--- src/design/esc_pkg.sv ---
// ----------------------------------------------------------------------------
// esc_pkg
// Shared types, constants and the month-length lookup for the epoch seconds
// to calendar converter.
// ----------------------------------------------------------------------------
package esc_pkg;

    // field widths
    localparam int SEC_W   = 31;
    localparam int DAYS_W  = 15;
    localparam int QUAD_W  = 5;
    localparam int CNT_W   = 4;
    localparam int YEAR_W  = 12;
    localparam int MONTH_W = 4;
    localparam int DOM_W   = 5;
    localparam int HOUR_W  = 5;
    localparam int MIN_W   = 6;

    // calendar constants
    localparam int BASE_YEAR      = 2016;
    localparam int SECS_PER_DAY   = 86400;
    localparam int SECS_PER_HOUR  = 3600;
    localparam int SECS_PER_MIN   = 60;
    localparam int DAYS_PER_QUAD  = 1461;
    localparam int DAYS_LEAP_YEAR = 366;
    localparam int DAYS_COMMON    = 365;
    localparam int FEB_LEAP_DAYS  = 29;
    localparam int LAST_MONTH     = 12;

    // quotient bits per division pass, top bit index
    localparam int DAYS_TOP = 14;
    localparam int HOUR_TOP = 4;
    localparam int MIN_TOP  = 5;
    localparam int QUAD_TOP = 4;

    // divisors pre-shifted to the top quotient bit of each pass
    localparam logic [SEC_W-1:0] DAY_DIV_INIT  = SEC_W'(SECS_PER_DAY * (2 ** DAYS_TOP));
    localparam logic [SEC_W-1:0] HOUR_DIV_INIT = SEC_W'(SECS_PER_HOUR * (2 ** HOUR_TOP));
    localparam logic [SEC_W-1:0] MIN_DIV_INIT  = SEC_W'(SECS_PER_MIN * (2 ** MIN_TOP));
    localparam logic [SEC_W-1:0] QUAD_DIV_INIT = SEC_W'(DAYS_PER_QUAD * (2 ** QUAD_TOP));

    // result of the shared compare and subtract unit
    typedef struct packed {
        logic             ge;
        logic [SEC_W-1:0] diff;
    } t_sub_res;

    // days in a month, february follows the leap flag
    function automatic logic [DOM_W-1:0] month_len(input logic [MONTH_W-1:0] month,
                                                   input logic leap);
        logic [DOM_W-1:0] len;
        case (month)
            4'd1:    len = DOM_W'(31);
            4'd2:    len = leap ? DOM_W'(FEB_LEAP_DAYS) : DOM_W'(28);
            4'd3:    len = DOM_W'(31);
            4'd4:    len = DOM_W'(30);
            4'd5:    len = DOM_W'(31);
            4'd6:    len = DOM_W'(30);
            4'd7:    len = DOM_W'(31);
            4'd8:    len = DOM_W'(31);
            4'd9:    len = DOM_W'(30);
            4'd10:   len = DOM_W'(31);
            4'd11:   len = DOM_W'(30);
            4'd12:   len = DOM_W'(31);
            default: len = DOM_W'(0);
        endcase
        return len;
    endfunction

endpackage

--- src/design/epoch_seconds_to_calendar_top.sv ---
// ----------------------------------------------------------------------------
// epoch_seconds_to_calendar_top
// Converts seconds since 2016-01-01 00:00:00 into year, month, day, hour,
// minute and second using one shared compare and subtract unit.
// ----------------------------------------------------------------------------
//  channel   | ports                                   | handshake
//  ----------+-----------------------------------------+----------------------
//  request   | i_epoch_seconds                         | start high, busy low
//  result    | o_year o_month o_day_of_month o_hour    | o_valid, one cycle
//            | o_minute o_second                       |
//
//  A request runs one compare and subtract step a cycle until o_valid: 15
//  steps for days, 5 for hours, 6 for minutes, 5 for four-year groups, 1 to
//  3 for years and 1 to 12 for months, in that order.
//  busy is high while the sequencer runs; the result strobe cannot be
//  stalled and a new request may be accepted in the strobe cycle.
//  Reset (synchronous, active low) returns the sequencer to idle.
// ----------------------------------------------------------------------------
module epoch_seconds_to_calendar_top (
    input  logic                        i_clk,
    input  logic                        i_rst_n,
    input  logic                        start,
    output logic                        busy,
    input  logic [esc_pkg::SEC_W-1:0]   i_epoch_seconds,
    output logic                        o_valid,
    output logic [esc_pkg::YEAR_W-1:0]  o_year,
    output logic [esc_pkg::MONTH_W-1:0] o_month,
    output logic [esc_pkg::DOM_W-1:0]   o_day_of_month,
    output logic [esc_pkg::HOUR_W-1:0]  o_hour,
    output logic [esc_pkg::MIN_W-1:0]   o_minute,
    output logic [esc_pkg::MIN_W-1:0]   o_second
);

    localparam logic [2:0] S_IDLE   = 3'd0;
    localparam logic [2:0] S_DAYS   = 3'd1;
    localparam logic [2:0] S_HOUR   = 3'd2;
    localparam logic [2:0] S_MINUTE = 3'd3;
    localparam logic [2:0] S_QUAD   = 3'd4;
    localparam logic [2:0] S_LEAP   = 3'd5;
    localparam logic [2:0] S_COMMON = 3'd6;
    localparam logic [2:0] S_MONTH  = 3'd7;

    logic [2:0]                        r_state;
    logic [esc_pkg::SEC_W-1:0]         r_rem;
    logic [esc_pkg::SEC_W-1:0]         r_div;
    logic [esc_pkg::DAYS_W-1:0]        r_quot;
    logic [esc_pkg::DAYS_W-1:0]        r_days;
    logic [esc_pkg::CNT_W-1:0]         r_cnt;
    logic [esc_pkg::QUAD_W-1:0]        r_quads;
    logic [1:0]                        r_yadd;
    logic                              r_leap;
    logic [esc_pkg::MONTH_W-1:0]       r_month;
    logic [esc_pkg::HOUR_W-1:0]        r_hour;
    logic [esc_pkg::MIN_W-1:0]         r_minute;
    logic [esc_pkg::MIN_W-1:0]         r_second;
    logic                              r_valid;

    logic [esc_pkg::SEC_W-1:0]         n_rem;
    logic [esc_pkg::DAYS_W-1:0]        n_quot;
    logic [esc_pkg::MONTH_W-1:0]       n_month;
    logic                              w_finish;
    esc_pkg::t_sub_res                 w_res;

    // shared compare and subtract step
    esc_sub_unit u_sub (
        .i_a   (r_rem),
        .i_b   (r_div),
        .o_res (w_res)
    );

    assign n_rem    = w_res.ge ? w_res.diff : r_rem;
    assign n_quot   = {r_quot[esc_pkg::DAYS_W-2:0], w_res.ge};
    assign n_month  = r_month + 1'b1;
    assign w_finish = (r_state == S_MONTH) &&
                      (!w_res.ge || r_month == esc_pkg::MONTH_W'(esc_pkg::LAST_MONTH));
    assign busy     = (r_state != S_IDLE);

    // sequencer control
    always_ff @(posedge i_clk) begin
        if (!i_rst_n) begin
            r_state <= S_IDLE;
            r_valid <= 1'b0;
        end else begin
            r_valid <= w_finish;
            case (r_state)
                S_IDLE: begin
                    if (start) begin
                        r_state <= S_DAYS;
                    end
                end
                S_DAYS: begin
                    if (r_cnt == '0) begin
                        r_state <= S_HOUR;
                    end
                end
                S_HOUR: begin
                    if (r_cnt == '0) begin
                        r_state <= S_MINUTE;
                    end
                end
                S_MINUTE: begin
                    if (r_cnt == '0) begin
                        r_state <= S_QUAD;
                    end
                end
                S_QUAD: begin
                    if (r_cnt == '0) begin
                        r_state <= S_LEAP;
                    end
                end
                S_LEAP: begin
                    r_state <= w_res.ge ? S_COMMON : S_MONTH;
                end
                S_COMMON: begin
                    if (r_cnt == '0 || !w_res.ge) begin
                        r_state <= S_MONTH;
                    end
                end
                S_MONTH: begin
                    if (w_finish) begin
                        r_state <= S_IDLE;
                    end
                end
                default: begin
                    r_state <= S_IDLE;
                end
            endcase
        end
    end

    // datapath registers
    always_ff @(posedge i_clk) begin
        case (r_state)
            S_IDLE: begin
                r_rem <= i_epoch_seconds;
                r_div <= esc_pkg::DAY_DIV_INIT;
                r_cnt <= esc_pkg::CNT_W'(esc_pkg::DAYS_TOP);
            end
            S_DAYS: begin
                r_rem  <= n_rem;
                r_quot <= n_quot;
                if (r_cnt == '0) begin
                    r_days <= n_quot;
                    r_div  <= esc_pkg::HOUR_DIV_INIT;
                    r_cnt  <= esc_pkg::CNT_W'(esc_pkg::HOUR_TOP);
                end else begin
                    r_div <= r_div >> 1;
                    r_cnt <= r_cnt - 1'b1;
                end
            end
            S_HOUR: begin
                r_rem  <= n_rem;
                r_quot <= n_quot;
                if (r_cnt == '0) begin
                    r_hour <= n_quot[esc_pkg::HOUR_W-1:0];
                    r_div  <= esc_pkg::MIN_DIV_INIT;
                    r_cnt  <= esc_pkg::CNT_W'(esc_pkg::MIN_TOP);
                end else begin
                    r_div <= r_div >> 1;
                    r_cnt <= r_cnt - 1'b1;
                end
            end
            S_MINUTE: begin
                r_quot <= n_quot;
                if (r_cnt == '0) begin
                    r_minute <= n_quot[esc_pkg::MIN_W-1:0];
                    r_second <= n_rem[esc_pkg::MIN_W-1:0];
                    r_rem    <= esc_pkg::SEC_W'(r_days);
                    r_div    <= esc_pkg::QUAD_DIV_INIT;
                    r_cnt    <= esc_pkg::CNT_W'(esc_pkg::QUAD_TOP);
                end else begin
                    r_rem <= n_rem;
                    r_div <= r_div >> 1;
                    r_cnt <= r_cnt - 1'b1;
                end
            end
            S_QUAD: begin
                r_rem  <= n_rem;
                r_quot <= n_quot;
                if (r_cnt == '0) begin
                    r_quads <= n_quot[esc_pkg::QUAD_W-1:0];
                    r_yadd  <= 2'd0;
                    r_div   <= esc_pkg::SEC_W'(esc_pkg::DAYS_LEAP_YEAR);
                end else begin
                    r_div <= r_div >> 1;
                    r_cnt <= r_cnt - 1'b1;
                end
            end
            S_LEAP: begin
                // leap year leads each group
                r_rem   <= n_rem;
                r_month <= esc_pkg::MONTH_W'(1);
                r_cnt   <= esc_pkg::CNT_W'(1);
                if (w_res.ge) begin
                    r_leap <= 1'b0;
                    r_yadd <= r_yadd + 1'b1;
                    r_div  <= esc_pkg::SEC_W'(esc_pkg::DAYS_COMMON);
                end else begin
                    r_leap <= 1'b1;
                    r_div  <= esc_pkg::SEC_W'(esc_pkg::month_len(esc_pkg::MONTH_W'(1),
                                                                 1'b1));
                end
            end
            S_COMMON: begin
                r_rem <= n_rem;
                r_cnt <= r_cnt - 1'b1;
                if (w_res.ge) begin
                    r_yadd <= r_yadd + 1'b1;
                end
                if (r_cnt == '0 || !w_res.ge) begin
                    r_div <= esc_pkg::SEC_W'(esc_pkg::month_len(esc_pkg::MONTH_W'(1),
                                                                r_leap));
                end
            end
            S_MONTH: begin
                // walk the month table until the day fits
                if (!w_finish) begin
                    r_rem   <= w_res.diff;
                    r_month <= n_month;
                    r_div   <= esc_pkg::SEC_W'(esc_pkg::month_len(n_month, r_leap));
                end
            end
            default: begin
                r_rem <= r_rem;
            end
        endcase
    end

    // result registers, loaded on the last month step
    always_ff @(posedge i_clk) begin
        if (w_finish) begin
            o_year         <= esc_pkg::YEAR_W'(esc_pkg::BASE_YEAR)
                              + esc_pkg::YEAR_W'({r_quads, 2'b00})
                              + esc_pkg::YEAR_W'(r_yadd);
            o_month        <= r_month;
            o_day_of_month <= r_rem[esc_pkg::DOM_W-1:0] + 1'b1;
            o_hour         <= r_hour;
            o_minute       <= r_minute;
            o_second       <= r_second;
        end
    end

    assign o_valid = r_valid;

endmodule

--- src/design/esc_sub_unit.sv ---
// ----------------------------------------------------------------------------
// esc_sub_unit
// Shared compare and subtract unit: flags a >= b and gives a - b.
// ----------------------------------------------------------------------------
module esc_sub_unit (
    input  logic [esc_pkg::SEC_W-1:0] i_a,
    input  logic [esc_pkg::SEC_W-1:0] i_b,
    output esc_pkg::t_sub_res         o_res
);

    logic [esc_pkg::SEC_W:0] w_wide;

    // one extra bit carries the borrow
    assign w_wide     = {1'b0, i_a} - {1'b0, i_b};
    assign o_res.ge   = ~w_wide[esc_pkg::SEC_W];
    assign o_res.diff = w_wide[esc_pkg::SEC_W-1:0];

endmodule

--- config.mk ---
export PLATFORM = sky130hd
export DESIGN_NAME = epoch_seconds_to_calendar_top
export DESIGN_NICKNAME = d
export VERILOG_FILES = /design/src/design/esc_pkg.sv /design/src/design/epoch_seconds_to_calendar_top.sv /design/src/design/esc_sub_unit.sv
export SDC_FILE = /design/constraint.sdc
export NUM_CORES = 1
export LEC_CHECK = 0
export BUFFER_PORTS_ARGS = -buffer_cell sky130_fd_sc_hd__buf_2
export CAP_MARGIN = 10
export CORE_MARGIN = 2
export CORE_UTILIZATION = 45
export DETAILED_ROUTE_END_ITERATION = 10
export GPL_TIMING_DRIVEN = 0
export PLACE_DENSITY = 0.68
export SYNTH_ARGS = -nofsm -noshare
export SYNTH_HDL_FRONTEND = slang
export SYNTH_HIERARCHICAL = 1
export SYNTH_SLANG_ARGS = --single-unit
--- constraint.sdc ---
create_clock -name i_clk -period 8.8 [get_ports i_clk]
set_input_delay 2.2 -clock i_clk [delete_from_list [all_inputs] [get_ports i_clk]]
set_output_delay 2.2 -clock i_clk [all_outputs]
set_load 0.02 [all_outputs]
==> results of run 1 <==
## power groups by stage
| stage | Sequential (mW) | Combinational, mW | Clock [mW] |
|---|---|---|---|
| after floorplan | 1.22 | 1.45 | 0 |
| after CTS | 1.24 | 1.94 | 0.777 |
| after global routing | 1.27 | 2.16 | 0.802 |
| after detailed placement | 1.26 | 1.93 | 0 |
| after global placement | 1.25 | 1.90 | 0 |
| final | 1.24 | 1.97 | 0.759 |
## synthesized netlist by cell type, types with 3 or more instances
library cell / number
dfxtp_1: 4
a31oi_1: 15
o22a_1: 3
and2_1: 27
o21ai_1: 5
a2bb2oi_1: 7
and4_1: 3
inv_1: 53
o22ai_1: 6
xor2_1: 14
o41ai_1: 4
buf_1: 3
a311oi_1: 3
o211ai_1: 4
nor2b_1: 8
clkbuf_1: 26
nand4_1: 7
a32oi_1: 10
nand3_1: 18
a211oi_1: 6
and3_1: 7
a21oi_1: 57
ha_1: 39
mux2_2: 6
o21ai_0: 33
a21o_1: 19
o21a_1: 7
nor3_1: 8
nor2_1: 50
xnor2_1: 21
buf_4: 4
nand2b_1: 10
edfxtp_1: 159
a221o_1: 27
a31o_2: 3
or3_1: 3
nand2_1: 36
o21bai_1: 3
buf_2: 12
## worst max-delay path, stage by stage, from the launching register on
cell and delay [ns]:
edfxtp_1 0.41, ha_1 0.30, clkbuf_1 0.34, a21oi_1 0.14
o21ai_1 0.21, o21ai_0 0.12, nand2b_1 0.08, o31a_1 0.27
a41oi_2 0.20, o21ai_1 0.84, inv_1 0.42, o21ai_4 0.50
inv_2 0.44, a21oi_4 0.41, buf_12 0.24
## layout make-up
class,instances,share of cell area [%]
plain buffers,49,2.25
clock buffers,17,4.14
clock inverters,15,1.94
inverters,54,1.97
multi-input cells,510,34.9
flip-flops and latches,163,47.3
well taps,265,3.23
repair buffers,78,4.25
## path summary, 6_finish.rpt
kind          startpoint     endpoint  slack (ns)  cells past startpoint
max            r_rem[12]    r_div[28]        3.51                     14
max reg2reg    r_rem[12]    r_div[28]        3.51                     14
min          r_minute[0]  o_minute[0]        0.42                      0
min reg2reg  r_minute[0]  o_minute[0]        0.42                      0
## logic make-up (layout without fill, tap and decap cells)
logic type	after synthesis	after routing	share of synthesized area, %
AND/OR/NAND/NOR	193	193	11.2
multiplexers	6	6	0.764
buffers and inverters	103	213	4.91
flip-flops	163	163	54.9
AO/OA/AOI/OAI	236	236	19.0
XOR/XNOR	35	35	3.47
adder cells (fa/ha/maj)	40	40	5.74
## registers in the layout (all words and copies together), names as in the netlist
signal / cells
r_quads: 5
o_valid: 1
r_minute: 6
r_month: 4
r_second: 6
o_hour: 5
o_month: 4
r_hour: 5
r_leap: 1
o_day_of_month: 5
r_state: 3
r_days: 15
r_cnt: 4
o_second: 6
r_rem: 31
o_minute: 6
r_quot: 14
o_year: 9
r_yadd: 2
r_div: 31
## stage by stage
step | utilization [%] | hold slack (ns)
after global routing | 52.9 | 0.431
after floorplan | - | 0.400
after detailed placement | 49.7 | 0.405
after global placement | 49.2 | 0.400
final | 52.9 | 0.421
after CTS | 52.9 | 0.422
## metal layers
layer	global-route usage, %	wire length [um]	up-vias
met5	0	0	-
met4	7.97	513	0
met3	3.94	1500	40
met2	31.8	9500	247
met1	31.8	10300	3194
li1	-	-	3140
==> results.txt, run 1 <==
Status -> finished, final reports clean
Highest clock rate -> 189 MHz
Routed via count -> 6621
FP Rows -> 51
Tmin final -> 5.29 ns
First-pass GRT wire length -> 34000 um
Final slew viol count -> 0
Mapped Area -> 8840 um^2
Total die area -> 20800 um^2
Synth async-reset ratio -> 0%
Number of cells after detailed placement -> 1118
Netlist cell types -> 75
Clock power share -> 19.1%
CTS tree -> built
Fillers -> 1752
Clock buffer depth -> 2
Share of power burned in registers -> 31.3%
Worst VDD drop -> 209 uV
Max-Cap Viols -> 0
Sw frac -> 42.4%
Reg clk slew, reported paths -> 0.07 ns
Largest net degree at the start of global routing -> 38
Area of the multi-input gates -> 3590 um^2
I/O Buffers -> 73
Setup Viol. Count Final -> 0
CP startpoint kind -> flop
Initial DRT Pass Iterations -> 6
GRT Overall Usage -> 21.6%
Placed Area -> 9640 um^2
Design area -> 10300 um^2
Logic gate share of total power -> 49.5%
Cell Pwr Density -> 386 nW/um^2
Mean post-synth cell area -> 11.4 um^2
Share of cells above drive strength 1 -> 17.7%
Fin crit share -> 60.1%
Crit-path max FO -> 37
Sw Pwr -> 1.68 mW
GPL Wtd Cong -> 0.916
Dpl hpwl -> 15400 um
I/O pins -> 74
Final wirelength -> 21800 um
Crit path required time -> 8.92 ns
Dominant cells by area after synthesis -> edfxtp_1 (54%), ha_1 (5.5%), a21oi_1 (3.2%), a221o_1 (3.1%), inv_1 (2.2%)
# diodes -> 0
Cts bufs inserted -> 17
Routed Antenna Nets -> 0
Cells after Synth -> 776
Data arrival time of the critical path -> 5.42 ns
Clk root buf -> clkbuf_16
Total internal power -> 2.29 mW
Dpl ws -> 3.67 ns
Global route overflow -> 0
Top-area cell type share of the netlist area -> 54.0%
Unrepaired setup endpoints after global routing -> false
HP Class -> reg -> reg
Vias in the first global route -> 6202
Number of synthesis warnings -> 6
Max H-tree Level -> 4
Slew margin rel. -> 32.2%
Post-detailed-route wirelength per cell -> 18.9 um
Sequential Area -> 4850 um^2
Most frequent cells in the layout -> edfxtp_1 (159), buf_2 (85), a21oi_1 (56)
Post-synth EDFFs -> 159
Die Wd -> 144 um
Post-CTS Setup Bufs -> 0
Fin Clk Skew -> 0.0124 ns
Critical path class -> reg -> reg
Worst-Skew Late Latency -> 0.43 ns
Sequential area share after synthesis -> 54.9%
Area of the core -> 19400 um^2
Hold Violations, Final -> 0
Initial Util -> 45.6%
Nets -> 947
Worst Max-Slew Pin Slew -> 1.01 ns
Initial antenna violation count -> 0
Sink Count -> 163
Leakage power -> 3.90 nW
Commonest non-fill, non-tap cell in the layout -> edfxtp_1
Area growth syn-to-layout -> 16.1%
CP endpoint kind -> flop
Cts hold-fix bufs -> 0
Syn_nets -> 850
Layout Cells excl Fill -> 1151
Setup TNS -> 0 ns
Synth Register Bits -> 163
DRC viols -> 0
Die height -> 144 um
Area leader, netlist -> edfxtp_1
Worst setup margin -> 3.51 ns
Cts repair resizes -> 0
Initial DRC count -> 723
Dominant synthesized flop cell -> edfxtp_1
Via-to-Cell Ratio -> 5.75
Total Power -> 3.97 mW
Power figures use the tool's default switching activity.
==> run 2: changes to the inputs <==
clock period = 4.6 ns   (was 8.8 ns; I/O delays follow)
==> results.txt, run 2 (synthesis gave the netlist of run 1 again) <==
Via-to-Cell Ratio -> 5.75
Global route overflow -> 0
I/O Buffers -> 73
Cell Pwr Density -> 730 nW/um^2
CTS tree -> built
# diodes -> 0
Grt met3 use -> 3.94%
CP most frequent cell -> o21ai_4
Final slew viol count -> 0
Sink Count -> 163
Worst Max-Slew Pin Slew -> 1.15 ns
Layout Utilization -> 53.1%
Status -> finished, final reports clean
Area growth syn-to-layout -> 16.5%
Nets -> 955
Crit path required time -> 4.66 ns
Share of cells above drive strength 1 -> 18.9%
Vias in the first global route -> 6165
HP Class -> reg -> reg
Final wirelength -> 21600 um
DRC viols -> 0
Setup Viol. Count Final -> 0
Top Family by Delay on Critical Path -> compound AO/OA/AOI/OAI gates
Slew margin rel. -> 22.9%
Setup TNS -> 0 ns
Routed Antenna Nets -> 0
Worst VDD drop -> 397 uV
Clk root buf -> clkbuf_16
Critical path class -> reg -> reg
FP Rows -> 51
Max H-tree Level -> 4
Initial Util -> 45.6%
Dpl hpwl -> 15000 um
I/O pins -> 74
Initial DRT Pass Iterations -> 8
Leakage power -> 3.90 nW
Die Wd -> 144 um
GR peak layer -> met1
Worst path slowest cell -> a21oi_4
CP startpoint kind -> flop
Crit-path max cell delay -> 0.53 ns
Initial antenna violation count -> 0
Crit-path max FO -> 16
Highest clock rate -> 236 MHz
Top flop regs -> r_div x31, r_rem x31, r_days x15
Fin Clk Skew -> 0.00834 ns
Area of the core -> 19400 um^2
Max-Cap Viols -> 0
Tmin final -> 4.24 ns
M2 GR Usage -> 30.4%
Data arrival time of the critical path -> 4.29 ns
Initial DRC count -> 694
Fin crit share -> 92.1%
Post-detailed-route wirelength per cell -> 18.6 um
GR Util met1 -> 32.1%
Total die area -> 20800 um^2
GRT Overall Usage -> 21.3%
Most frequent cells in the layout -> edfxtp_1 (159), buf_2 (85), a21oi_1 (56)
Routed via count -> 6664
Worst-Skew Late Latency -> 0.43 ns
First-pass GRT wire length -> 33400 um
Die height -> 144 um
CP endpoint kind -> flop
Worst-path cell chain -> inv_1 > ha_1 > and4_1 > nand2_1 > o21ai_2 > o31a_1 > a41oi_2 > o21ai_4 > inv_2 > o21ai_4 > clkinvlp_4 > buf_4 > a21oi_4
Clock buffer depth -> 2
Commonest non-fill, non-tap cell in the layout -> edfxtp_1
Unrepaired setup endpoints after global routing -> false
Largest net degree at the start of global routing -> 21
Cts bufs inserted -> 17
Reg clk slew, reported paths -> 0.07 ns
Hold Violations, Final -> 0
GPL Wtd Cong -> 0.918
CP bufs+invs -> 4
[run 2: cell types whose count changed in the layout (fill, tap and decap cells not counted), sizes merged]
cell | previous run | this run
clkinvlp | 0 | 4
inv | 59 | 60
a21oi | 58 | 59
clkinv | 10 | 6
clkbuf | 46 | 45
buf | 98 | 105
[run 2: through the flow]
| stage | worst slack, ns | hold WS, ns | power [mW] | cell area (um^2) | std cells |
|---|---|---|---|---|---|
| floorplan | -0.0437 | 0.400 | 5.14 | 8890 | 776 |
| global placement | -1.80 | 0.400 | 6.06 | 9590 | 1114 |
| detailed placement | -1.16 | 0.405 | 6.09 | 9650 | 1117 |
| CTS | 0.0252 | 0.421 | 7.49 | 10300 | 1153 |
| global route | 0.123 | 0.432 | 8.00 | 10300 | 1159 |
| finish | 0.362 | 0.420 | 7.52 | 10300 | 1159 |
[run 2: path summary, 6_finish.rpt]
check                                start        end  slack, ns  cells after the start
worst max register to register    r_div[8]  r_div[29]       0.36                     13
worst min-delay path            r_quads[2]  o_year[4]       0.42                      0
worst min register to register  r_quads[2]  o_year[4]       0.42                      0
worst max-delay path              r_div[8]  r_div[29]       0.36                     13
[run 2: area by class of cell]
| cell class | count | area, um^2 |
|---|---|---|
| Fill cell | 1717 | 9100 |
| Sequential cell | 163 | 4850 |
| Multi-Input combinational cell | 511 | 3620 |
| Timing Repair Buffer | 84 | 475 |
| Clock buffer | 17 | 425 |
| Tap cell | 265 | 332 |
| Buffer | 49 | 234 |
| Inverter | 54 | 206 |
| Clock inverter | 15 | 143 |
| Timing Repair inverter | 1 | 7.51 |
[run 2: timing repair]
action                                  CTS  global route
hold buffers                              0             0
endpoints found under the hold margin     0             0
cloned                                    2             0
pin swaps                                 0             1
setup buffers                             2             6
endpoints found under the setup margin   67            50
gates resized for setup                   2             0
[run 2: power by group]
group / switching [mW] / leakage (nW) / internal (mW)
logic: 2.30 / 2.00 / 1.47
registers: 0.213 / 1.62 / 2.17
clock network: 0.645 / 0.274 / 0.717
[run 2: routing by layer]
layer  vias to the layer above  part of all wire, %
li1                       3156                    -
met1                      3215                   48
met2                       260                   43
met3                        33                  7.0
met4                         0                  2.7
met5                         -                    0
